`src/rtl/sorted_longest_consecutive_run_defines.svh`:
```
// ----------------------------------------------------------------------------
// Sorted longest consecutive run: assertion macros
// Implication checks clocked on clk and disabled while rst_n is low.
// ----------------------------------------------------------------------------
`ifndef SORTED_LONGEST_CONSECUTIVE_RUN_DEFINES_SVH
`define SORTED_LONGEST_CONSECUTIVE_RUN_DEFINES_SVH

`ifndef SYNTHESIS
// same-cycle implication
`define SLCR_ASSERT_IMPLIES(label, ante, cons) \
    label: assert property (@(posedge clk) disable iff (!rst_n) (ante) |-> (cons)) \
        else $error("slcr: assertion failed");
// next-cycle implication
`define SLCR_ASSERT_NEXT(label, ante, cons) \
    label: assert property (@(posedge clk) disable iff (!rst_n) (ante) |=> (cons)) \
        else $error("slcr: assertion failed");
`else
`define SLCR_ASSERT_IMPLIES(label, ante, cons)
`define SLCR_ASSERT_NEXT(label, ante, cons)
`endif

`endif

```
`src/rtl/slcr_pkg.sv`:
```
// ----------------------------------------------------------------------------
// slcr_pkg
// Types and constants shared by the sorted longest consecutive run block.
// ----------------------------------------------------------------------------
`default_nettype none

package slcr_pkg;

    localparam int MAX_ITEMS   = 16;
    localparam int CNT_W       = $clog2(MAX_ITEMS + 1);
    localparam int VALUE_W     = 32;
    localparam int RUN_W       = 5;
    localparam int RUN_MAX     = (2 ** RUN_W) - 1;
    localparam int QUEUE_DEPTH = 2;
    localparam int QPTR_W      = $clog2(QUEUE_DEPTH);
    localparam int QCNT_W      = $clog2(QUEUE_DEPTH + 1);

    typedef enum logic [1:0] {
        STATUS_OK       = 2'd0,
        STATUS_TOO_MANY = 2'd1,
        STATUS_NO_RUN   = 2'd2
    } status_t;

    typedef enum logic [1:0] {
        FS_COLLECT,
        FS_SORT_OUT,
        FS_ERR_OUT
    } front_state_t;

    typedef struct packed {
        logic signed [VALUE_W-1:0] value;
        logic                      last;
    } in_item_t;

    typedef struct packed {
        logic signed [VALUE_W-1:0] sorted_value;
        logic [RUN_W-1:0]          run_length;
        status_t                   status;
        logic                      final_res;
    } out_item_t;

    typedef struct packed {
        logic signed [VALUE_W-1:0] value;
        logic                      is_final;
        logic                      is_err;
    } q_entry_t;

endpackage

`default_nettype wire

```
`src/rtl/slcr_front.sv`:
```
// ----------------------------------------------------------------------------
// slcr_front
// Insertion cell chain: keeps the set sorted as items arrive, then shifts
// the sorted set (or one error entry) into the queue.
// ----------------------------------------------------------------------------
`default_nettype none
`include "sorted_longest_consecutive_run_defines.svh"

module slcr_front
    import slcr_pkg::*;
(
    input  wire logic     clk,
    input  wire logic     rst_n,
    input  wire logic     push,
    output logic          full,
    input  wire in_item_t item,
    output logic          q_push,
    output q_entry_t      q_entry,
    input  wire logic     q_full
);

    front_state_t state_reg, state_next;
    logic [CNT_W-1:0] count_reg, count_next;
    logic ovf_reg, ovf_next;
    logic signed [VALUE_W-1:0] cells_reg [MAX_ITEMS];
    logic signed [VALUE_W-1:0] cells_next [MAX_ITEMS];
    logic [MAX_ITEMS-1:0] greater;
    logic signed [VALUE_W-1:0] in_value;
    logic accept, at_max, last_is_err;

    assign in_value    = item.value;
    assign accept      = push && !full;
    assign at_max      = (count_reg == CNT_W'(MAX_ITEMS));
    assign last_is_err = ovf_reg || at_max;

    // thermometer: cells at or above the insertion point
    always_comb
    begin
        for (int i = 0; i < MAX_ITEMS; i++)
        begin
            greater[i] = (CNT_W'(i) >= count_reg) || (cells_reg[i] > in_value);
        end
    end

    always_comb
    begin
        state_next = state_reg;
        unique case (state_reg)
            FS_COLLECT:
            begin
                if (accept && item.last)
                begin
                    state_next = last_is_err ? FS_ERR_OUT : FS_SORT_OUT;
                end
            end
            FS_SORT_OUT:
            begin
                if (!q_full && count_reg == CNT_W'(1))
                begin
                    state_next = FS_COLLECT;
                end
            end
            FS_ERR_OUT:
            begin
                if (!q_full)
                begin
                    state_next = FS_COLLECT;
                end
            end
            default: state_next = FS_COLLECT;
        endcase
    end

    always_comb
    begin
        full             = (state_reg != FS_COLLECT);
        q_push           = 1'b0;
        q_entry.value    = cells_reg[0];
        q_entry.is_final = (count_reg == CNT_W'(1));
        q_entry.is_err   = 1'b0;
        count_next       = count_reg;
        ovf_next         = ovf_reg;
        cells_next       = cells_reg;
        unique case (state_reg)
            FS_COLLECT:
            begin
                if (accept)
                begin
                    if (at_max)
                    begin
                        ovf_next = 1'b1;
                    end
                    else
                    begin
                        count_next = count_reg + CNT_W'(1);
                        if (greater[0])
                        begin
                            cells_next[0] = in_value;
                        end
                        for (int i = 1; i < MAX_ITEMS; i++)
                        begin
                            if (greater[i])
                            begin
                                cells_next[i] = greater[i-1] ? cells_reg[i-1] : in_value;
                            end
                        end
                    end
                end
            end
            FS_SORT_OUT:
            begin
                q_push = !q_full;
                if (!q_full)
                begin
                    count_next = count_reg - CNT_W'(1);
                    for (int i = 0; i < MAX_ITEMS - 1; i++)
                    begin
                        cells_next[i] = cells_reg[i+1];
                    end
                end
            end
            FS_ERR_OUT:
            begin
                q_push           = !q_full;
                q_entry.value    = '0;
                q_entry.is_final = 1'b1;
                q_entry.is_err   = 1'b1;
                if (!q_full)
                begin
                    count_next = '0;
                    ovf_next   = 1'b0;
                end
            end
            default:
            begin
                q_push = 1'b0;
            end
        endcase
    end

    always_ff @(posedge clk or negedge rst_n)
    begin
        if (!rst_n)
        begin
            state_reg <= FS_COLLECT;
            count_reg <= '0;
            ovf_reg   <= 1'b0;
        end
        else
        begin
            state_reg <= state_next;
            count_reg <= count_next;
            ovf_reg   <= ovf_next;
        end
    end

    always_ff @(posedge clk)
    begin
        cells_reg <= cells_next;
    end

    `SLCR_ASSERT_IMPLIES(a_count_bound, state_reg == FS_COLLECT, count_reg <= CNT_W'(MAX_ITEMS))
    `SLCR_ASSERT_IMPLIES(a_sort_nonempty, state_reg == FS_SORT_OUT, count_reg != '0)
    `SLCR_ASSERT_IMPLIES(a_err_flagged, state_reg == FS_ERR_OUT, ovf_reg)
    `SLCR_ASSERT_NEXT(a_final_closes, q_push && q_entry.is_final, state_reg == FS_COLLECT)

endmodule

`default_nettype wire

```
`src/rtl/slcr_queue.sv`:
```
// ----------------------------------------------------------------------------
// slcr_queue
// Short register queue between the cell chain and the run tracker.
// ----------------------------------------------------------------------------
`default_nettype none

module slcr_queue
    import slcr_pkg::*;
(
    input  wire logic     clk,
    input  wire logic     rst_n,
    input  wire logic     wr_en,
    input  wire q_entry_t wr_data,
    output logic          full,
    input  wire logic     rd_en,
    output q_entry_t      rd_data,
    output logic          empty
);

    q_entry_t slots_reg [QUEUE_DEPTH];
    logic [QPTR_W-1:0] wr_ptr_reg, wr_ptr_next;
    logic [QPTR_W-1:0] rd_ptr_reg, rd_ptr_next;
    logic [QCNT_W-1:0] fill_reg, fill_next;
    logic do_wr, do_rd;

    assign full    = (fill_reg == QCNT_W'(QUEUE_DEPTH));
    assign empty   = (fill_reg == '0);
    assign do_wr   = wr_en && !full;
    assign do_rd   = rd_en && !empty;
    assign rd_data = slots_reg[rd_ptr_reg];

    always_comb
    begin
        wr_ptr_next = wr_ptr_reg;
        rd_ptr_next = rd_ptr_reg;
        fill_next   = fill_reg;
        if (do_wr)
        begin
            wr_ptr_next = (wr_ptr_reg == QPTR_W'(QUEUE_DEPTH - 1)) ? '0
                                                                 : wr_ptr_reg + QPTR_W'(1);
        end
        if (do_rd)
        begin
            rd_ptr_next = (rd_ptr_reg == QPTR_W'(QUEUE_DEPTH - 1)) ? '0
                                                                 : rd_ptr_reg + QPTR_W'(1);
        end
        if (do_wr && !do_rd)
        begin
            fill_next = fill_reg + QCNT_W'(1);
        end
        else if (do_rd && !do_wr)
        begin
            fill_next = fill_reg - QCNT_W'(1);
        end
    end

    always_ff @(posedge clk or negedge rst_n)
    begin
        if (!rst_n)
        begin
            wr_ptr_reg <= '0;
            rd_ptr_reg <= '0;
            fill_reg   <= '0;
        end
        else
        begin
            wr_ptr_reg <= wr_ptr_next;
            rd_ptr_reg <= rd_ptr_next;
            fill_reg   <= fill_next;
        end
    end

    always_ff @(posedge clk)
    begin
        if (do_wr)
        begin
            slots_reg[wr_ptr_reg] <= wr_data;
        end
    end

endmodule

`default_nettype wire

```
`src/rtl/slcr_back.sv`:
```
// ----------------------------------------------------------------------------
// slcr_back
// Run tracker: walks the sorted stream, keeps current and best run, and
// holds the result register seen on the output side.
// ----------------------------------------------------------------------------
`default_nettype none
`include "sorted_longest_consecutive_run_defines.svh"

module slcr_back
    import slcr_pkg::*;
(
    input  wire logic     clk,
    input  wire logic     rst_n,
    input  wire q_entry_t q_entry,
    input  wire logic     q_empty,
    output logic          q_pop,
    input  wire logic     pop,
    output logic          empty,
    output out_item_t     result
);

    logic out_valid_reg, out_valid_next;
    out_item_t out_reg, out_next;
    logic first_reg, first_next;
    logic signed [VALUE_W-1:0] prev_reg, prev_next;
    logic [RUN_W-1:0] cur_reg, cur_next;
    logic [RUN_W-1:0] best_reg, best_next;
    logic take, is_step;

    assign empty  = !out_valid_reg;
    assign result = out_reg;
    assign take   = !q_empty && (!out_valid_reg || pop);
    assign q_pop  = take;
    // 33-bit compare: neighbor is exactly one above
    assign is_step = ({prev_reg[VALUE_W-1], prev_reg} + (VALUE_W+1)'(1))
                     == {q_entry.value[VALUE_W-1], q_entry.value};

    always_comb
    begin
        out_valid_next = out_valid_reg;
        out_next       = out_reg;
        first_next     = first_reg;
        prev_next      = prev_reg;
        cur_next       = cur_reg;
        best_next      = best_reg;
        if (pop && out_valid_reg)
        begin
            out_valid_next = 1'b0;
        end
        if (take)
        begin
            out_valid_next = 1'b1;
            prev_next      = q_entry.value;
            if (q_entry.is_err)
            begin
                cur_next  = RUN_W'(1);
                best_next = RUN_W'(1);
            end
            else if (first_reg || !is_step)
            begin
                cur_next  = RUN_W'(1);
                best_next = first_reg ? RUN_W'(1) : best_reg;
            end
            else
            begin
                cur_next  = (cur_reg == RUN_W'(RUN_MAX)) ? cur_reg : cur_reg + RUN_W'(1);
                best_next = (cur_next > best_reg) ? cur_next : best_reg;
            end
            first_next = q_entry.is_final;

            out_next.final_res = q_entry.is_final;
            if (q_entry.is_err)
            begin
                out_next.sorted_value = '0;
                out_next.run_length   = '0;
                out_next.status       = STATUS_TOO_MANY;
            end
            else if (q_entry.is_final)
            begin
                out_next.sorted_value = q_entry.value;
                out_next.run_length   = best_next;
                out_next.status       = (best_next == RUN_W'(1)) ? STATUS_NO_RUN : STATUS_OK;
            end
            else
            begin
                out_next.sorted_value = q_entry.value;
                out_next.run_length   = '0;
                out_next.status       = STATUS_OK;
            end
        end
    end

    always_ff @(posedge clk or negedge rst_n)
    begin
        if (!rst_n)
        begin
            out_valid_reg <= 1'b0;
            first_reg     <= 1'b1;
        end
        else
        begin
            out_valid_reg <= out_valid_next;
            first_reg     <= first_next;
        end
    end

    always_ff @(posedge clk)
    begin
        out_reg  <= out_next;
        prev_reg <= prev_next;
        cur_reg  <= cur_next;
        best_reg <= best_next;
    end

    `SLCR_ASSERT_IMPLIES(a_mid_plain, out_valid_reg && !out_reg.final_res, out_reg.run_length == '0 && out_reg.status == STATUS_OK)
    `SLCR_ASSERT_IMPLIES(a_norun_one, out_valid_reg && out_reg.status == STATUS_NO_RUN, out_reg.run_length == RUN_W'(1) && out_reg.final_res)
    `SLCR_ASSERT_IMPLIES(a_err_zero, out_valid_reg && out_reg.status == STATUS_TOO_MANY, out_reg.sorted_value == '0 && out_reg.run_length == '0)
    `SLCR_ASSERT_NEXT(a_err_resets, take && q_entry.is_err, first_reg)

endmodule

`default_nettype wire

```
`src/rtl/sorted_longest_consecutive_run.sv`:
```
// ----------------------------------------------------------------------------
// sorted_longest_consecutive_run
// Collects a set of signed values, sorts them, emits them ascending and
// reports the longest run of neighbors differing by one on the last result.
// ----------------------------------------------------------------------------
// Channel   Handshake          Payload
// input     push / full        item   (in_item_t: value, last)
// result    pop / empty        result (out_item_t: sorted_value, run_length,
//                                      status, final_res)
//
// Elements enter the insertion cell chain one per cycle while full is low;
// after the last one the chain shifts one sorted element per cycle into the
// queue while the queue has room.
// full stays high while the chain drains; a stalled result side backs up
// through the queue into the drain. Reset (rst_n, async, low) empties all.
// ----------------------------------------------------------------------------
`default_nettype none

module sorted_longest_consecutive_run
    import slcr_pkg::*;
(
    input  wire logic     clk,
    input  wire logic     rst_n,
    input  wire logic     push,
    output logic          full,
    input  wire in_item_t item,
    input  wire logic     pop,
    output logic          empty,
    output out_item_t     result
);

    logic     fq_push, fq_full, bq_pop, bq_empty;
    q_entry_t fq_entry, bq_entry;

    slcr_front u_front (
        .clk     (clk),
        .rst_n   (rst_n),
        .push    (push),
        .full    (full),
        .item    (item),
        .q_push  (fq_push),
        .q_entry (fq_entry),
        .q_full  (fq_full)
    );

    slcr_queue u_queue (
        .clk     (clk),
        .rst_n   (rst_n),
        .wr_en   (fq_push),
        .wr_data (fq_entry),
        .full    (fq_full),
        .rd_en   (bq_pop),
        .rd_data (bq_entry),
        .empty   (bq_empty)
    );

    slcr_back u_back (
        .clk     (clk),
        .rst_n   (rst_n),
        .q_entry (bq_entry),
        .q_empty (bq_empty),
        .q_pop   (bq_pop),
        .pop     (pop),
        .empty   (empty),
        .result  (result)
    );

endmodule

`default_nettype wire

```
`config.mk`:
```
export PLATFORM = sky130hd
export DESIGN_NAME = sorted_longest_consecutive_run
export DESIGN_NICKNAME = d
export VERILOG_FILES = /design/src/rtl/slcr_pkg.sv /design/src/rtl/slcr_front.sv /design/src/rtl/slcr_queue.sv /design/src/rtl/slcr_back.sv /design/src/rtl/sorted_longest_consecutive_run.sv
export VERILOG_INCLUDE_DIRS = /design/src /design/src/rtl
export SDC_FILE = /design/constraint.sdc
export NUM_CORES = 2
export LEC_CHECK = 0
export CORE_MARGIN = 2
export CORE_UTILIZATION = 48
export CTS_CLUSTER_DIAMETER = 30
export DETAILED_ROUTE_END_ITERATION = 10
export DONT_BUFFER_PORTS = 1
export PLACE_DENSITY = 0.69
export SLEW_MARGIN = 20
export SYNTH_ARGS = -nofsm -noshare
export SYNTH_HDL_FRONTEND = slang
export SYNTH_SLANG_ARGS = --single-unit
```
`constraint.sdc`:
```
create_clock -name clk -period 6.6 [get_ports clk]
set_input_delay 1.32 -clock clk [delete_from_list [all_inputs] [get_ports clk]]
set_output_delay 1.32 -clock clk [all_outputs]
set_load 0.01 [all_outputs]
```
# Word level (Yosys, flattened, before mapping)
# Memory sizes are Yosys's and may differ from the RTL's.
# Index checks and enable logic that the tools add are counted.
dict set report word_totals {
  regBits 608
  ramBits 68
  inputBits 37
  out_inout_bits 42
  elab_cells 238
  memories 1
}
# memory depth width rd rd_ports_with_merged_regs wr line_no
set memory_table {}
lappend memory_table {u_queue.slots_reg 2 34 1 0 1 slcr_queue.sv:20} ;# q_entry_t slots_reg [QUEUE_DEPTH];
dict set report op_classes {
  n_addsub 8
  order_cmp 33
  n_eq_ne 30
  n_mux 67
  bitwise 2
  n_reduce_logical 65
}
# op n
set ops {}
lappend ops {{2-to-1 mux 512 bit} 2}
lappend ops {{2-to-1 mux 32 bit} 31}
lappend ops {{one-hot mux 480 bit (2 select lines)} 1}
lappend ops {{> comparator 32 bit} 16}
lappend ops {{2-to-1 mux 480 bit} 1}
lappend ops {{AND reduction 5 bit} 16}
lappend ops {{2-to-1 mux 5 bit} 10}
lappend ops {{greater-or-equal comparator 4 x 5 -> 1 bit (first input constant)} 8}
lappend ops {{inequality test 2 x 1 -> 1 bit (second input constant)} 19}
lappend ops {{2-to-1 mux 34 bit} 1}
lappend ops {{adder 32 x 2 -> 33 bit (second input constant)} 1}
lappend ops {{== test 33 bit} 1}
lappend ops {{greater-or-equal comparator 3 x 5 -> 1 bit (first input constant)} 4}
lappend ops {{logical OR 1 bit} 19}
lappend ops {{one-hot mux 5 bit (3 select lines)} 1}
lappend ops {{2-to-1 mux 2 bit} 7}
lappend ops {{2-to-1 mux 1 bit} 11}
lappend ops {{adder 5 x 1 -> 5 bit (second input constant)} 2}
lappend ops {{== test 5 x 1 -> 1 bit (second input constant)} 2}
lappend ops {{== test 5 bit (second input constant)} 2}
lappend ops {{greater-or-equal comparator 1 x 5 -> 1 bit (first input constant)} 2}
lappend ops {{greater-or-equal comparator 2 x 5 -> 1 bit (first input constant)} 2}
lappend ops {{nonzero test 2 bit} 5}
lappend ops {{logical AND 1 bit} 9}
lappend ops {{other kinds (17)} 32}

# Logic depth before layout (Yosys ltp)
dict set report logic_depth {
  ltp_word 10
  mapped_depth 14
  mapped_depth_nobuf 14
}

# Modules after synthesis
# Synthesis repeated with hierarchy kept, for this count alone.
dict set report unflattened {
  cells_unflattened 4317
  area_unflattened_um2 45449.8
}
# mod instances cells_each area_each_um2 seq_area_each_um2
set modules_own_cells {}
lappend modules_own_cells {slcr_front 1 3800 38092.8 15574.9}
lappend modules_own_cells {slcr_back 1 392 4555.6 2513.7}
lappend modules_own_cells {slcr_queue 1 125 2801.4 2142.1}

# Least setup slack after synthesis
# No wires, ideal clock.
dict set report synth_timing {
  kind {input -> register}
  startpoint {input port pop}
  endpoint {register u_queue.fill_reg[1]}
  setup_time_ps 79
  arrival_time_ps 6457
  required_ps 6521
  slack_ps 64
  stages 7
  path_buffers 0
  path_cell_list {inv_1 a21oi_1 inv_1 ha_1 xor2_1 nor2_1 xor2_1}
}
dict set report synth_between {
  elab_chain_len 6
  word_cells_on_any_way 8
  classes_between {1 x mux; 7 x reduce/logical}
}
# item line_no
set synth_lines {}
lappend synth_lines {{start: declaration} sorted_longest_consecutive_run.sv:27} ;# input wire logic pop,
lappend synth_lines {{logical OR 1 bit *} slcr_back.sv:32} ;# assign take = !q_empty && (!out_valid_reg || pop);
lappend synth_lines {{logical AND 1 bit *} slcr_back.sv:32}
lappend synth_lines {{via bq_pop} sorted_longest_consecutive_run.sv:32} ;# logic fq_push, fq_full, bq_pop, bq_empty;
lappend synth_lines {{logical AND 1 bit *} slcr_queue.sv:29} ;# assign do_rd = rd_en && !empty;
lappend synth_lines {{zero test 1 bit} slcr_queue.sv:47} ;# if (do_wr && !do_rd)
lappend synth_lines {{logical AND 1 bit} slcr_queue.sv:47}
lappend synth_lines {{2-to-1 mux 2 bit / nonzero test 2 bit (equally long branches)} n/a}
lappend synth_lines {{end signal: assignment} slcr_queue.sv:69} ;# fill_reg <= fill_next;
lappend synth_lines {{end: declaration} slcr_queue.sv:23} ;# logic [QCNT_W-1:0] fill_reg, fill_next;
# The timed path passes the listed nets; every way through them passes the cells marked *.
# A chain may end at the register's enable or synchronous reset.

# Worst setup path in the final report
dict set report layout_timing {
  startpoint {input port item[25] (netlist name)}
  endpoint {register u_front.cells_reg[3] (netlist name), data pin}
}
dict set report layout_between {
  elab_chain_len 3
}
# item line_no
set layout_lines {}
lappend layout_lines {{start: declaration} sorted_longest_consecutive_run.sv:26} ;# input wire in_item_t item,
lappend layout_lines {{> comparator 32 bit} slcr_front.sv:41} ;# greater[i] = (CNT_W'(i) >= count_reg) || (cells_reg[i] > in_value);
lappend layout_lines {{logical OR 1 bit} slcr_front.sv:41}
lappend layout_lines {{2-to-1 mux 32 bit} slcr_front.sv:104} ;# cells_next[i] = greater[i-1] ? cells_reg[i-1] : in_value;
lappend layout_lines {{end signal: assignment} slcr_front.sv:159} ;# cells_reg <= cells_next;
lappend layout_lines {{end: declaration} slcr_front.sv:25} ;# logic signed [VALUE_W-1:0] cells_reg [MAX_ITEMS];
# Every way passes these cells.

==> metrics.txt <==
# TYPE chip_impl_metric gauge
chip_impl_metric{name="finalHoldViolCount",unit=""} 0
chip_impl_info{name="rsz0062_at_grt",value="no"} 1
chip_impl_metric{name="wire_per_inst",unit="um"} 22.6
chip_impl_info{name="ctsRootBufferMaster",value="sky130_fd_sc_hd__clkbuf_16"} 1
chip_impl_metric{name="synth-async-reset-ratio",unit="%"} 2.07
chip_impl_metric{name="synth-xor-area-share",unit="%"} 0.921
chip_impl_metric{name="grt_use_total",unit="%"} 26.3
chip_impl_metric{name="p_per_area",unit="nW/um2"} 590
chip_impl_info{name="worstPathCellList",value="inv_1 > buf_4 > ha_1 > nand4_1 > nor4_1 > nand2_1 > a211oi_1 > nor3_1 > a211oi_4 > buf_4 > mux2_2"} 1
chip_impl_metric{name="post-route-drc-count",unit=""} 0
chip_impl_metric{name="synth.ff_latch_count",unit=""} 676
chip_impl_info{name="timing.critical_path.max_delay_family",value="simple AND/OR/NAND/NOR gates"} 1
chip_impl_metric{name="drt-initial-drc-count",unit=""} 3295
chip_impl_info{name="tritoncts_clock_tree",value="yes"} 1
chip_impl_metric{name="synth_enable_flop_cells",unit=""} 662
chip_impl_metric{name="die_footprint",unit="um2"} 95600
chip_impl_metric{name="critPathArrivalTime",unit="ns"} 5.70
chip_impl_metric{name="globalRoute.totalOverflow",unit=""} 0
chip_impl_metric{name="global_route.usage.met2",unit="%"} 42.2
chip_impl_metric{name="viasPerCell",unit=""} 6.14
chip_impl_metric{name="num_rows",unit=""} 111
chip_impl_info{name="outcome",value="complete, no violations"} 1
chip_impl_metric{name="hpwlAfterDp",unit="mm"} 90.0
chip_impl_info{name="worst_setup_path_start_kind",value="input port"} 1
chip_impl_metric{name="tightestPinTransition",unit="ns"} 1.16
chip_impl_metric{name="grt_antenna_before_repair",unit=""} 0
chip_impl_metric{name="largest_reg_flops",unit=""} 512
chip_impl_metric{name="core_area",unit="um2"} 91900
chip_impl_metric{name="synth_compound_area_share",unit="%"} 14.8
chip_impl_metric{name="cts-buffers-inserted",unit=""} 169
chip_impl_metric{name="first_pass_grt_wire_length",unit="mm"} 196
chip_impl_info{name="r2r-start",value="u_front.cells_reg[63]"} 1
chip_impl_metric{name="maxSlewHeadroom",unit="%"} 21.9
chip_impl_metric{name="io_pins",unit=""} 79
chip_impl_metric{name="synth.yosys.warnings",unit=""} 0
chip_impl_metric{name="number_of_different_library_cells_in_the_post_synthesis_netlist",unit=""} 77
chip_impl_info{name="combinational_family_with_the_most_area_after_synthesis",value="adder cells"} 1
chip_impl_metric{name="skew",unit="ns"} 0.0358
chip_impl_info{name="path_common_cell",value="sky130_fd_sc_hd__buf_4"} 1
chip_impl_metric{name="placement_stage_worst_setup_slack",unit="ns"} 0.533
chip_impl_info{name="critPathSlowestCell",value="sky130_fd_sc_hd__a211oi_1"} 1
chip_impl_metric{name="crit_path_max_fanout",unit=""} 30
chip_impl_metric{name="yosys.area.top_type_share",unit="%"} 44.5
chip_impl_metric{name="muxShareOfSynthArea",unit="%"} 8.39
chip_impl_metric{name="place.gp.congestion",unit=""} 0.898
chip_impl_metric{name="total_leakage_power",unit="uW"} 0.0205
chip_impl_metric{name="dp.cells",unit=""} 5285
chip_impl_metric{name="critical-path-max-stage-delay",unit="ns"} 0.87
chip_impl_metric{name="clock_sink_count",unit=""} 676
chip_impl_info{name="synth_most_common_cell",value="sky130_fd_sc_hd__edfxtp_1"} 1
chip_impl_metric{name="finalCritPeriodShare",unit="%"} 78.9
chip_impl_metric{name="layout-drive-gt1-share",unit="%"} 10.3
chip_impl_metric{name="first_global_vias",unit=""} 34100
chip_impl_info{name="most_frequent_cells_after_synthesis",value="sky130_fd_sc_hd__edfxtp_1 (662), sky130_fd_sc_hd__nand2_1 (536), sky130_fd_sc_hd__ha_1 (528), sky130_fd_sc_hd__o21ai_0 (411), sky130_fd_sc_hd__mux2i_1 (321)"} 1
chip_impl_metric{name="final.min_clock_period",unit="ns"} 5.20
chip_impl_info{name="layer_with_the_highest_usage",value="met2"} 1
chip_impl_metric{name="post_synthesis_mean_instance_area",unit="um2"} 10.6
chip_impl_metric{name="syn_inst",unit=""} 4207
chip_impl_metric{name="fin_tns_setup",unit="ns"} 0
chip_impl_metric{name="cts_max_path_buffers",unit=""} 3
chip_impl_metric{name="drv_cap",unit=""} 0
chip_impl_metric{name="portion_of_the_post_synthesis_area_used_by_sequential_elements",unit="%"} 45.3
chip_impl_metric{name="post_route_total_power",unit="uW"} 30800
chip_impl_info{name="startpoint",value="item[25]"} 1
chip_impl_metric{name="maxSlewViolCount",unit=""} 0
chip_impl_info{name="setup.worst_path.end_class",value="flip-flop"} 1
chip_impl_metric{name="start_util",unit="%"} 48.6
chip_impl_metric{name="die_boundary_width",unit="um"} 309
chip_impl_metric{name="clock_latency",unit="ns"} 0.77
chip_impl_metric{name="n_fill_cell",unit=""} 7704
chip_impl_metric{name="cts.reportedPaths.clkPinSlew",unit="ns"} 0.04
chip_impl_metric{name="cts-htree-levels",unit=""} 4
chip_impl_metric{name="die_height",unit="um"} 309
chip_impl_metric{name="maximum_number_of_pins_on_one_net_before_global_route_repair",unit=""} 237
chip_impl_metric{name="use_met1",unit="%"} 35.0
chip_impl_metric{name="final_net_count",unit=""} 4784
chip_impl_metric{name="path_buf_inv",unit=""} 3
chip_impl_metric{name="antennaDiodeCount",unit=""} 0
chip_impl_metric{name="vias",unit=""} 34400
chip_impl_metric{name="cp_data_required_time",unit="ns"} 7.09
chip_impl_metric{name="drt_pre_antenna_iters",unit=""} 6
chip_impl_metric{name="global_route.usage.met3",unit="%"} 4.26
chip_impl_metric{name="areaGrowthSynthToFinish",unit="%"} 16.9
chip_impl_metric{name="synth_fa_ha_area_share",unit="%"} 14.8
chip_impl_metric{name="port_buffers",unit=""} 0
chip_impl_metric{name="drt-total-wl",unit="mm"} 127
chip_impl_info{name="setup.worst_path.class",value="input port to flip-flop"} 1
chip_impl_metric{name="cts_repair_resize_count",unit=""} 0
chip_impl_info{name="ys_dominant_reg_cell",value="sky130_fd_sc_hd__edfxtp_1"} 1
chip_impl_metric{name="synth-simple-area-share",unit="%"} 12.6
chip_impl_metric{name="finalCoreUtilization",unit="%"} 56.8
chip_impl_info{name="synth_largest_area_cell",value="sky130_fd_sc_hd__edfxtp_1"} 1
chip_impl_metric{name="timing.final.ws_setup",unit="ns"} 1.40
chip_impl_metric{name="worst_ir_drop_vdd",unit="mV"} 0.370
chip_impl_metric{name="mappedNetlistNets",unit=""} 4772
chip_impl_metric{name="stdcell_count",unit=""} 5603
chip_impl_metric{name="mappedNetlistArea",unit="um2"} 44700
chip_impl_metric{name="max_freq",unit="MHz"} 192
chip_impl_metric{name="cts_hold_repair.buffers",unit=""} 0
chip_impl_info{name="hold_path.class",value="input port to asynchronous set/reset pin"} 1
chip_impl_metric{name="setup_violations",unit=""} 0
chip_impl_metric{name="detail-route-antenna-nets",unit=""} 0
chip_impl_metric{name="cts_setup_buffers",unit=""} 0
chip_impl_info{name="synth_top_area_cells",value="sky130_fd_sc_hd__edfxtp_1 (44%), sky130_fd_sc_hd__ha_1 (15%), sky130_fd_sc_hd__mux2i_1 (7.2%)"} 1
==> cell usage in the layout (no fill, tap or decap), drive strengths merged, types with 5 or more instances in the layout <==
master and n:
xor2 17, edfxtp 662, nor2b 70, o311ai 158, o21a 22, dfrtp 13, nand2 537, o21ai 411
inv 128, a31oi 17, bufinv 30, or3 11, mux2 36, buf 85, a211oi 14, nand2b 15
nand4 130, a21boi 6, o211ai 7, clkbuf 197, and4 8, and3 16, mux2i 328, nor3b 5
a21oi 165, o31a 7, clkinv 67, nor2 124, o221ai 5, xnor2 30, nand3 191, clkinvlp 11
ha 528, nor4 30, a21o 184, nor3 39, a31o 5
==> logic make-up (layout without fill, tap and decap cells) <==
logic type      Yosys count  after routing
compound gates         1038           1038
simple gates           1189           1189
flops                   676            676
mux                     364            364
buf+inv                 365            518
fa+ha+maj               528            528
xor+xnor                 47             47
==> power breakdown <==
group | leakage (uW) | switching, uW | internal [uW] | total (uW)
sequential | 0.00666 | 2160 | 8310 | 10500
clock | 0.00284 | 2640 | 5900 | 8530
combinational | 0.0110 | 7290 | 4510 | 11800
==> layer usage <==
metal / wire (um) / part of all wire (%) / up-vias
met5: 0 / 0 / -
met2: 58500 / 46 / 1281
met3: 7850 / 6.2 / 241
met1: 55000 / 43 / 16700
li1: - / - / 16200
met4: 5510 / 4.3 / 0
==> metrics by stage <==
stage                     hold slack, ns  instance area, um2
final                              0.271               52200
after global routing               0.232               52200
after CTS                          0.236               52100
after detailed placement           0.501               46200
after global placement             0.484               46200
after floorplan                    0.461               44700
==> worst reg2reg max path, cell delays in order, from the launching register on <==
cell and delay (ns):
sky130_fd_sc_hd__edfxtp_1 0.41, sky130_fd_sc_hd__ha_1 0.39, sky130_fd_sc_hd__nand4_1 0.16, sky130_fd_sc_hd__nor4_1 0.78, sky130_fd_sc_hd__nand2_1 0.27, sky130_fd_sc_hd__a211oi_1 0.87
sky130_fd_sc_hd__nor3_1 0.21, sky130_fd_sc_hd__a211oi_4 0.34, sky130_fd_sc_hd__buf_4 0.49, sky130_fd_sc_hd__mux2_2 0.43
==> final timing paths <==
check	to	slack [ns]	depth (start not counted)
worst max-delay path	u_front.cells_reg[3]	1.40	11
worst min-delay path	u_front.count_reg[3]	0.27	0
worst max register to register	u_front.cells_reg[3]	1.99	9
worst min register to register	u_front.state_reg[0]	0.51	1
max in group asynchronous	u_back.first_reg	6.16	0
min in group clk	u_front.state_reg[0]	0.51	1
==> cell type report <==
type / count / area (um2) / share of cell area, %
clock inverters: 115 / 1470 / 2.81
well taps: 1243 / 1560 / 2.98
clock buffers: 197 / 4400 / 8.42
inverters: 121 / 454 / 0.869
repair buffers: 85 / 796 / 1.52
flip-flops and latches: 676 / 20200 / 38.7
multi-input cells: 3166 / 23300 / 44.7
(Power assumes the default switching activity.)
